### config.mk
export PLATFORM = sky130hd
export DESIGN_NAME = chunk_dual_fnv_digest_check
export DESIGN_NICKNAME = d
export VERILOG_FILES = /design/src/sv/cdfd_pkg.sv /design/src/sv/cdfd_in_reg.sv /design/src/sv/cdfd_accum.sv /design/src/sv/cdfd_out_reg.sv /design/src/sv/chunk_dual_fnv_digest_check.sv
export SDC_FILE = /design/constraint.sdc
export NUM_CORES = 2
export LEC_CHECK = 0
export ABC_AREA = 0
export BUFFER_PORTS_ARGS = -buffer_cell sky130_fd_sc_hd__clkbuf_2
export CORE_MARGIN = 5
export CORE_UTILIZATION = 50
export CTS_CLUSTER_SIZE = 20
export DETAILED_ROUTE_END_ITERATION = 10
export HOLD_SLACK_MARGIN = 0.03
export PLACE_DENSITY_LB_ADDON = 0.08
export SYNTH_ARGS = -nofsm -noshare
export SYNTH_HDL_FRONTEND = slang
export SYNTH_SLANG_ARGS = --single-unit
export TNS_END_PERCENT = 5
### constraint.sdc
create_clock -name clk -period 9.5 [get_ports clk]
set_input_delay 0.95 -clock clk [delete_from_list [all_inputs] [get_ports clk]]
set_output_delay 0.95 -clock clk [all_outputs]
set_load 0.05 [all_outputs]
### src/sv/cdfd_pkg.sv
// Shared types, the FNV-1a 64 prime, a basis seed and the byte fold function for the chunk digest checker.
package cdfd_pkg;

  localparam int unsigned HASH_W  = 64;
  localparam int unsigned BYTE_W  = 8;
  localparam int unsigned IN_TDATA_W  = 136;
  localparam int unsigned OUT_TDATA_W = 192;

  localparam logic [HASH_W-1:0] FNV_PRIME = 64'd1099511628211;
  localparam logic [HASH_W-1:0] FNV_BASIS = 64'd1469598103934665603;

  // One accepted input word, unpacked.
  typedef struct packed {
    logic [BYTE_W-1:0] data_byte;
    logic              has_byte;
    logic              last;
    logic [HASH_W-1:0] expected_hash;
    logic [HASH_W-1:0] expected_checksum;
  } item_t;

  // One closed chunk, with the expected values kept for the compare.
  typedef struct packed {
    logic [HASH_W-1:0] basis_hash;
    logic [HASH_W-1:0] chunk_checksum;
    logic [HASH_W-1:0] byte_length;
    logic [HASH_W-1:0] expected_hash;
    logic [HASH_W-1:0] expected_checksum;
  } result_t;

  // One FNV-1a step: XOR in the byte, then multiply by the prime modulo 2^64.
  // The prime is 2^40 + 0x1B3, so the product is a sum of shifted copies.
  function automatic logic [HASH_W-1:0] fnv_fold(input logic [HASH_W-1:0] h,
                                                 input logic [BYTE_W-1:0] b);
    logic [HASH_W-1:0] x;
    x = h ^ {{(HASH_W-BYTE_W){1'b0}}, b};
    return (x << 40) + (x << 8) + (x << 7) + (x << 5) + (x << 4) + (x << 1) + x;
  endfunction

endpackage

### src/sv/cdfd_in_reg.sv
// Input register: captures one stream word and holds it until the hash stage takes it.
module cdfd_in_reg (
  input  logic                               clk,
  input  logic                               rst_n,
  input  logic                               in_tvalid,
  output logic                               in_tready,
  input  logic [cdfd_pkg::IN_TDATA_W-1:0]    in_tdata,
  input  logic                               in_tuser,
  input  logic                               in_tlast,
  input  logic                               advance,
  output logic                               item_vld,
  output cdfd_pkg::item_t                    item
);
  import cdfd_pkg::*;

  logic  vld_r;
  logic  vld_nxt;
  item_t item_r;

  // The register is free when empty or when its word moves on this cycle.
  assign in_tready = !vld_r || advance;
  assign vld_nxt   = in_tready ? in_tvalid : vld_r;

  always_ff @(posedge clk) begin
    if (!rst_n) begin
      vld_r <= 1'b0;
    end else begin
      vld_r <= vld_nxt;
    end
  end

  // Payload capture, no reset needed.
  always_ff @(posedge clk) begin
    if (in_tvalid && in_tready) begin
      item_r.data_byte         <= in_tdata[7:0];
      item_r.expected_hash     <= in_tdata[71:8];
      item_r.expected_checksum <= in_tdata[135:72];
      item_r.has_byte          <= in_tuser;
      item_r.last              <= in_tlast;
    end
  end

  assign item_vld = vld_r;
  assign item     = item_r;

endmodule

### src/sv/cdfd_accum.sv
// Hash stage: folds each byte into both running hashes and the length, and closes chunks.
module cdfd_accum (
  input  logic              clk,
  input  logic              rst_n,
  input  logic              item_vld,
  input  cdfd_pkg::item_t   item,
  input  logic              out_free,
  output logic              advance,
  output logic              res_load,
  output cdfd_pkg::result_t res
);
  import cdfd_pkg::*;

  logic [HASH_W-1:0] basis_r;
  logic [HASH_W-1:0] basis_nxt;
  logic [HASH_W-1:0] prime_r;
  logic [HASH_W-1:0] prime_nxt;
  logic [HASH_W-1:0] count_r;
  logic [HASH_W-1:0] count_nxt;
  logic [HASH_W-1:0] basis_fold;
  logic [HASH_W-1:0] prime_fold;
  logic [HASH_W-1:0] count_inc;

  // A closing word waits only when the result register is still full.
  assign advance  = item_vld && (!item.last || out_free);
  assign res_load = advance && item.last;

  // Fold the current byte when there is one.
  assign basis_fold = item.has_byte ? fnv_fold(basis_r, item.data_byte) : basis_r;
  assign prime_fold = item.has_byte ? fnv_fold(prime_r, item.data_byte) : prime_r;
  assign count_inc  = item.has_byte ? count_r + 64'd1 : count_r;

  // Closed chunk values, including the byte of the closing word.
  always_comb begin
    res.basis_hash        = basis_fold;
    res.chunk_checksum    = prime_fold ^ count_inc;
    res.byte_length       = count_inc;
    res.expected_hash     = item.expected_hash;
    res.expected_checksum = item.expected_checksum;
  end

  // Next accumulator values: hold, fold, or restart at the seeds after a close.
  always_comb begin
    basis_nxt = basis_r;
    prime_nxt = prime_r;
    count_nxt = count_r;
    if (advance) begin
      if (item.last) begin
        basis_nxt = FNV_BASIS;
        prime_nxt = FNV_PRIME;
        count_nxt = '0;
      end else begin
        basis_nxt = basis_fold;
        prime_nxt = prime_fold;
        count_nxt = count_inc;
      end
    end
  end

  always_ff @(posedge clk) begin
    if (!rst_n) begin
      basis_r <= FNV_BASIS;
      prime_r <= FNV_PRIME;
      count_r <= '0;
    end else begin
      basis_r <= basis_nxt;
      prime_r <= prime_nxt;
      count_r <= count_nxt;
    end
  end

  // A closed chunk leaves all three accumulators at their seeds.
  a_restart: assert property (@(posedge clk) disable iff (!rst_n)
    res_load |=> (basis_r == FNV_BASIS && prime_r == FNV_PRIME && count_r == '0))
    else $error("accumulators not restarted after a closed chunk");

  // A byte in a non-closing word bumps the length by exactly one.
  a_count: assert property (@(posedge clk) disable iff (!rst_n)
    (advance && item.has_byte && !item.last) |=> (count_r == $past(count_r) + 64'd1))
    else $error("byte count did not advance by one");

  // A word without a byte and without last leaves the hashes untouched.
  a_idle_word: assert property (@(posedge clk) disable iff (!rst_n)
    (advance && !item.has_byte && !item.last) |=>
      (basis_r == $past(basis_r) && prime_r == $past(prime_r)))
    else $error("hash changed on a word without a byte");

endmodule

### src/sv/cdfd_out_reg.sv
// Result register: holds one closed chunk for the output stream and forms the match flag.
module cdfd_out_reg (
  input  logic                               clk,
  input  logic                               rst_n,
  input  logic                               res_load,
  input  cdfd_pkg::result_t                  res,
  output logic                               out_free,
  output logic                               out_tvalid,
  input  logic                               out_tready,
  output logic [cdfd_pkg::OUT_TDATA_W-1:0]   out_tdata,
  output logic                               out_tuser
);
  import cdfd_pkg::*;

  logic    vld_r;
  logic    vld_nxt;
  result_t res_r;

  assign out_free = !vld_r || out_tready;
  assign vld_nxt  = res_load || (vld_r && !out_tready);

  always_ff @(posedge clk) begin
    if (!rst_n) begin
      vld_r <= 1'b0;
    end else begin
      vld_r <= vld_nxt;
    end
  end

  always_ff @(posedge clk) begin
    if (res_load) begin
      res_r <= res;
    end
  end

  // Pack the word and compare against the expected values held with it.
  assign out_tvalid = vld_r;
  assign out_tdata  = {res_r.byte_length, res_r.chunk_checksum, res_r.basis_hash};
  assign out_tuser  = (res_r.basis_hash == res_r.expected_hash) &&
                      (res_r.chunk_checksum == res_r.expected_checksum);

  // A new result is loaded only into a free register.
  a_no_overwrite: assert property (@(posedge clk) disable iff (!rst_n)
    res_load |-> out_free)
    else $error("result register overwritten while full");

endmodule

### src/sv/chunk_dual_fnv_digest_check.sv
// Top level of the chunk digest checker: two hashes by the FNV-1a 64 fold and a length per chunk.
//
//  channel  direction  tdata                                          tuser      tlast
//  in_      slave      data_byte, expected_hash, expected_checksum    has_byte   last
//  out_     master     basis_hash, chunk_checksum, byte_length        match      -
//
// One input word is taken every cycle unless a closing word waits for the result register;
// the combinational byte fold of the two hashes and the length counter is the loop that sets it.
// A closing word is registered in the input register and then in the result register,
// whose valid bit drives out_tvalid; only then can its result be taken on out_.
// Reset is synchronous, active low; it empties both registers and reseeds the hashes.
// While the output is stalled, words without last keep flowing; a closing word
// waits in the input register until the result register is free.
module chunk_dual_fnv_digest_check (
  input  logic                               clk,
  input  logic                               rst_n,
  input  logic                               in_tvalid,
  output logic                               in_tready,
  // [7:0] data_byte, [71:8] expected_hash, [135:72] expected_checksum
  input  logic [cdfd_pkg::IN_TDATA_W-1:0]    in_tdata,
  // [0] has_byte
  input  logic                               in_tuser,
  input  logic                               in_tlast,
  output logic                               out_tvalid,
  input  logic                               out_tready,
  // [63:0] basis_hash, [127:64] chunk_checksum, [191:128] byte_length
  output logic [cdfd_pkg::OUT_TDATA_W-1:0]   out_tdata,
  // [0] match
  output logic                               out_tuser
);
  import cdfd_pkg::*;

  logic    item_vld;
  item_t   item;
  logic    advance;
  logic    out_free;
  logic    res_load;
  result_t res;

  cdfd_in_reg u_in_reg (
    .clk       (clk),
    .rst_n     (rst_n),
    .in_tvalid (in_tvalid),
    .in_tready (in_tready),
    .in_tdata  (in_tdata),
    .in_tuser  (in_tuser),
    .in_tlast  (in_tlast),
    .advance   (advance),
    .item_vld  (item_vld),
    .item      (item)
  );

  cdfd_accum u_accum (
    .clk      (clk),
    .rst_n    (rst_n),
    .item_vld (item_vld),
    .item     (item),
    .out_free (out_free),
    .advance  (advance),
    .res_load (res_load),
    .res      (res)
  );

  cdfd_out_reg u_out_reg (
    .clk        (clk),
    .rst_n      (rst_n),
    .res_load   (res_load),
    .res        (res),
    .out_free   (out_free),
    .out_tvalid (out_tvalid),
    .out_tready (out_tready),
    .out_tdata  (out_tdata),
    .out_tuser  (out_tuser)
  );

  // A closing word blocked by a full result register also blocks the input.
  a_close_stall: assert property (@(posedge clk) disable iff (!rst_n)
    (item_vld && item.last && out_tvalid && !out_tready) |-> !in_tready)
    else $error("input accepted while a closing word is stalled");

  // Nothing is offered on the output in the cycle after reset.
  a_reset_empty: assert property (@(posedge clk)
    !rst_n |=> !out_tvalid)
    else $error("output valid right after reset");

endmodule
==> impl_metrics.py <==
metrics = {
    "status": {
        "outcome": "completed",
    },
    "critical_path": {
        "crit_path_frequent_cell": "fa_1",
        "cp_slowest_cell": "xnor2_1",
        "crit_family": "adder cells",
        "arrival_ns": 7.28,
        "max_stage_delay_ns": 0.59,
        "worstPathCellList": "xnor2_1, clkinv_1, fa_1, fa_1, inv_1, fa_1, fa_1, inv_1, ha_1, nand2_1, nor4_1, nand4_1, o32a_1, o211ai_2, o21ai_1, o31ai_1, xnor2_1, mux2i_1, xnor2_1",
        "critPathMaxFanout": 7,
        "critPathKind": "reg -> reg",
        "cp-start-kind": "flop",
        "crit_buf_inv": 3,
        "worstPathRequired_ns": 9.87,
        "r2r_start": "u_in_reg.item[135]",
        "crit_path_start": "u_in_reg.item[135]",
        "critPathCaptureType": "flop",
    },
    "routing": {
        "num_vias": 31840,
        "drc": 0,
        "wl_met3_microns": 11210,
        "drt-met1-wl_microns": 65620,
        "drtPass1Iterations": 6,
        "top_layer_used": "met4",
        "vias_per_cell": 5.470,
        "wl_met2_microns": 63920,
        "drtIter0Drc": 3010,
        "drtAntennaViolNets": 0,
        "post_drt_wl_per_cell_microns": 24.82,
        "wl_microns": 144500,
    },
    "cts": {
        "cts_buffer_depth": 3,
        "cts-resized-gates": 0,
        "numCtsBuffers": 77,
        "worst_skew_pair.late_latency_ns": 0.68,
        "cts_tree": "done",
        "post_cts_buffers": 0,
        "holdBufCountCts": 0,
        "cts.sinks": 652,
        "clkSlewWorstSetupHoldPaths_ns": 0.06,
        "htree_levels": 3,
        "cts-root-buf": "clkbuf_16",
    },
    "yosys": {
        "synth_area_per_cell_sq_um": 10.94,
        "synth_nets": 5202,
        "synth-main-ff-cell": "edfxtp_1",
        "ys_seq_area_share_pct": 36.90,
        "async_flop_share_pct": 0,
        "synth-seq-cells": 652,
        "synthTopCellsByArea": "edfxtp_1 (29%), fa_1 (20%), dfxtp_1 (8.1%)",
        "netlist_area_sq_um": 47790,
        "synth_cells": 4367,
        "yosysTopAreaCell": "edfxtp_1",
        "synth_edf_count": 458,
        "yosys_warnings": 0,
        "synth_cell_types": 91,
        "synth_top_area_share_pct": 28.78,
    },
    "floorplanning": {
        "placementRows": 113,
        "io_pins": 337,
        "die_h_microns": 319.2,
        "start_util_pct": 50.38,
        "die-area_sq_um": 101900,
        "fp.dieW_microns": 319.2,
        "core-area_sq_um": 94870,
    },
    "placed_design": {
        "postPlaceCellArea_sq_um": 49440,
        "dp_slack_ns": 2.745,
        "dp_hpwl_microns": 114900,
        "gp_congestion": 0.9405,
        "io_buffers": 336,
    },
    "global_routing": {
        "gr-total-overflow": 0,
        "grt_pass1_vias": 31850,
        "grt_pass1_wl_microns": 214300,
        "grt_usage_pct": 28.28,
        "antenna_found_initial": 14,
        "grt_max_degree": 165,
    },
    "layout": {
        "final_nets": 5322,
        "multi_input_area_sq_um": 25260,
        "final_layout_size_suffix_gt1_share_pct": 12.22,
        "final_area_sq_um": 52130,
        "area_delta_synth_final_pct": 9.074,
        "layout_commonest_cell": "inv_1",
        "seq_area_sq_um": 17640,
        "final_cell_mix": "inv_1 (800), fa_1 (480), edfxtp_1 (458)",
        "fill_cells": 8427,
    },
    "sta": {
        "rsz0062_at_grt": "false",
        "min_period_ns": 6.910,
        "drv_slew": 0,
        "setup_viol": 0,
        "slew_headroom_pct": 22.47,
        "fin_crit_sh_pct": 72.73,
        "finalHoldViolCount": 0,
        "skew_ns": 0.04309,
        "setup_ws_ns": 2.590,
        "worst_slew_pin_slew_ns": 1.152,
        "fmax_mhz": 144.7,
        "setup_tns_ns": 0,
    },
    "flow_run": {
        "maxCapViolCount": 0,
    },
    "min_path": {
        "min_from": "u_in_reg.item[96]",
        "hp-class": "reg -> reg",
    },
}
==> kinds of logic (layout without fill, tap and decap cells) <==
family                     count (synthesis)  count (layout)  share of synthesized area (%)
DFF                                      652             652                          36.90
adders and majority gates                705             705                          25.93
muxes                                     85              85                          1.833
AOI/OAI and AO/OA                        671             671                          9.534
xor gates and xnor gates                 418             418                          7.676
other                                      0               5                              0
buffers and inverters                   1130            1314                          10.41
and+or+nand+nor                          706             706                          7.710
==> per-layer routing <==
layer / vias to the layer above / GRT usage [%]
li1: 14500 / -
met1: 16010 / 42.08
met3: 174 / 5.308
met2: 1153 / 43.11
met4: 0 / 7.249
met5: - / 0
==> sequential cells by signal, summed over array words and instances, names as in the netlist <==
register and count:
u_accum.basis_r 64, u_accum.count_r 64, u_accum.prime_r 64, u_in_reg.item 138, u_in_reg.item_vld 1, u_out_reg.out_tdata 192, u_out_reg.out_tvalid 1, u_out_reg.res_r 128
==> cell usage after synthesis (12+ instances only) <==
cell      instances
a31oi_1          16
a21boi_0         17
nand3_1          58
o22ai_1          27
and2_1           40
a22o_1           23
or3_1            16
xnor2_1         312
o21bai_1         24
nor2b_1         112
mux2i_1          68
xor2_1          105
mux2_2           16
nor2_1           84
ha_1            213
clkbuf_1        114
nor4_1           16
a21oi_1         136
nor3_1           20
inv_1           800
a22oi_1          82
o21ai_0         117
maj3_1           12
and3_1           20
edfxtp_1        458
fa_1            480
dfxtp_1         194
nand2b_1         18
a21o_1           66
nand2_1         207
buf_4           192
o211ai_1         36
o21ai_1          15
nand4_1          76
==> area by class of cell <==
type	count	share of cell area, %
clock buffers	94	3.876
repair buffers	369	3.754
flip-flops and latches	652	33.83
clock inverters	49	1.255
multi-input cells	2585	48.45
well taps	1265	3.036
inverters	802	5.775
diodes	5	0.02400
==> worst paths after layout <==
path                            depth (start not counted)                        to  slack [ns]
worst max-delay path                                   19  u_out_reg.out_tdata[126]        2.59
worst min-delay path                                    0       u_out_reg.res_r[96]        0.39
worst max register to register                         19  u_out_reg.out_tdata[126]        2.59
worst min register to register                          0       u_out_reg.res_r[96]        0.39
==> per-stage QoR <==
stage | util (%) | hold slack [ns] | cells
finish | 54.95 | 0.3937 | 5821
detailed placement | 52.12 | 0.4045 | 5673
floorplan | - | 0.4003 | 4367
CTS | 54.94 | 0.4116 | 5816
global route | 54.94 | 0.4157 | 5817
global placement | 52.12 | 0.4003 | 5673
Power is not shown: default switching activity piles up to over one toggle a cycle in this logic, so the estimate is an artifact.
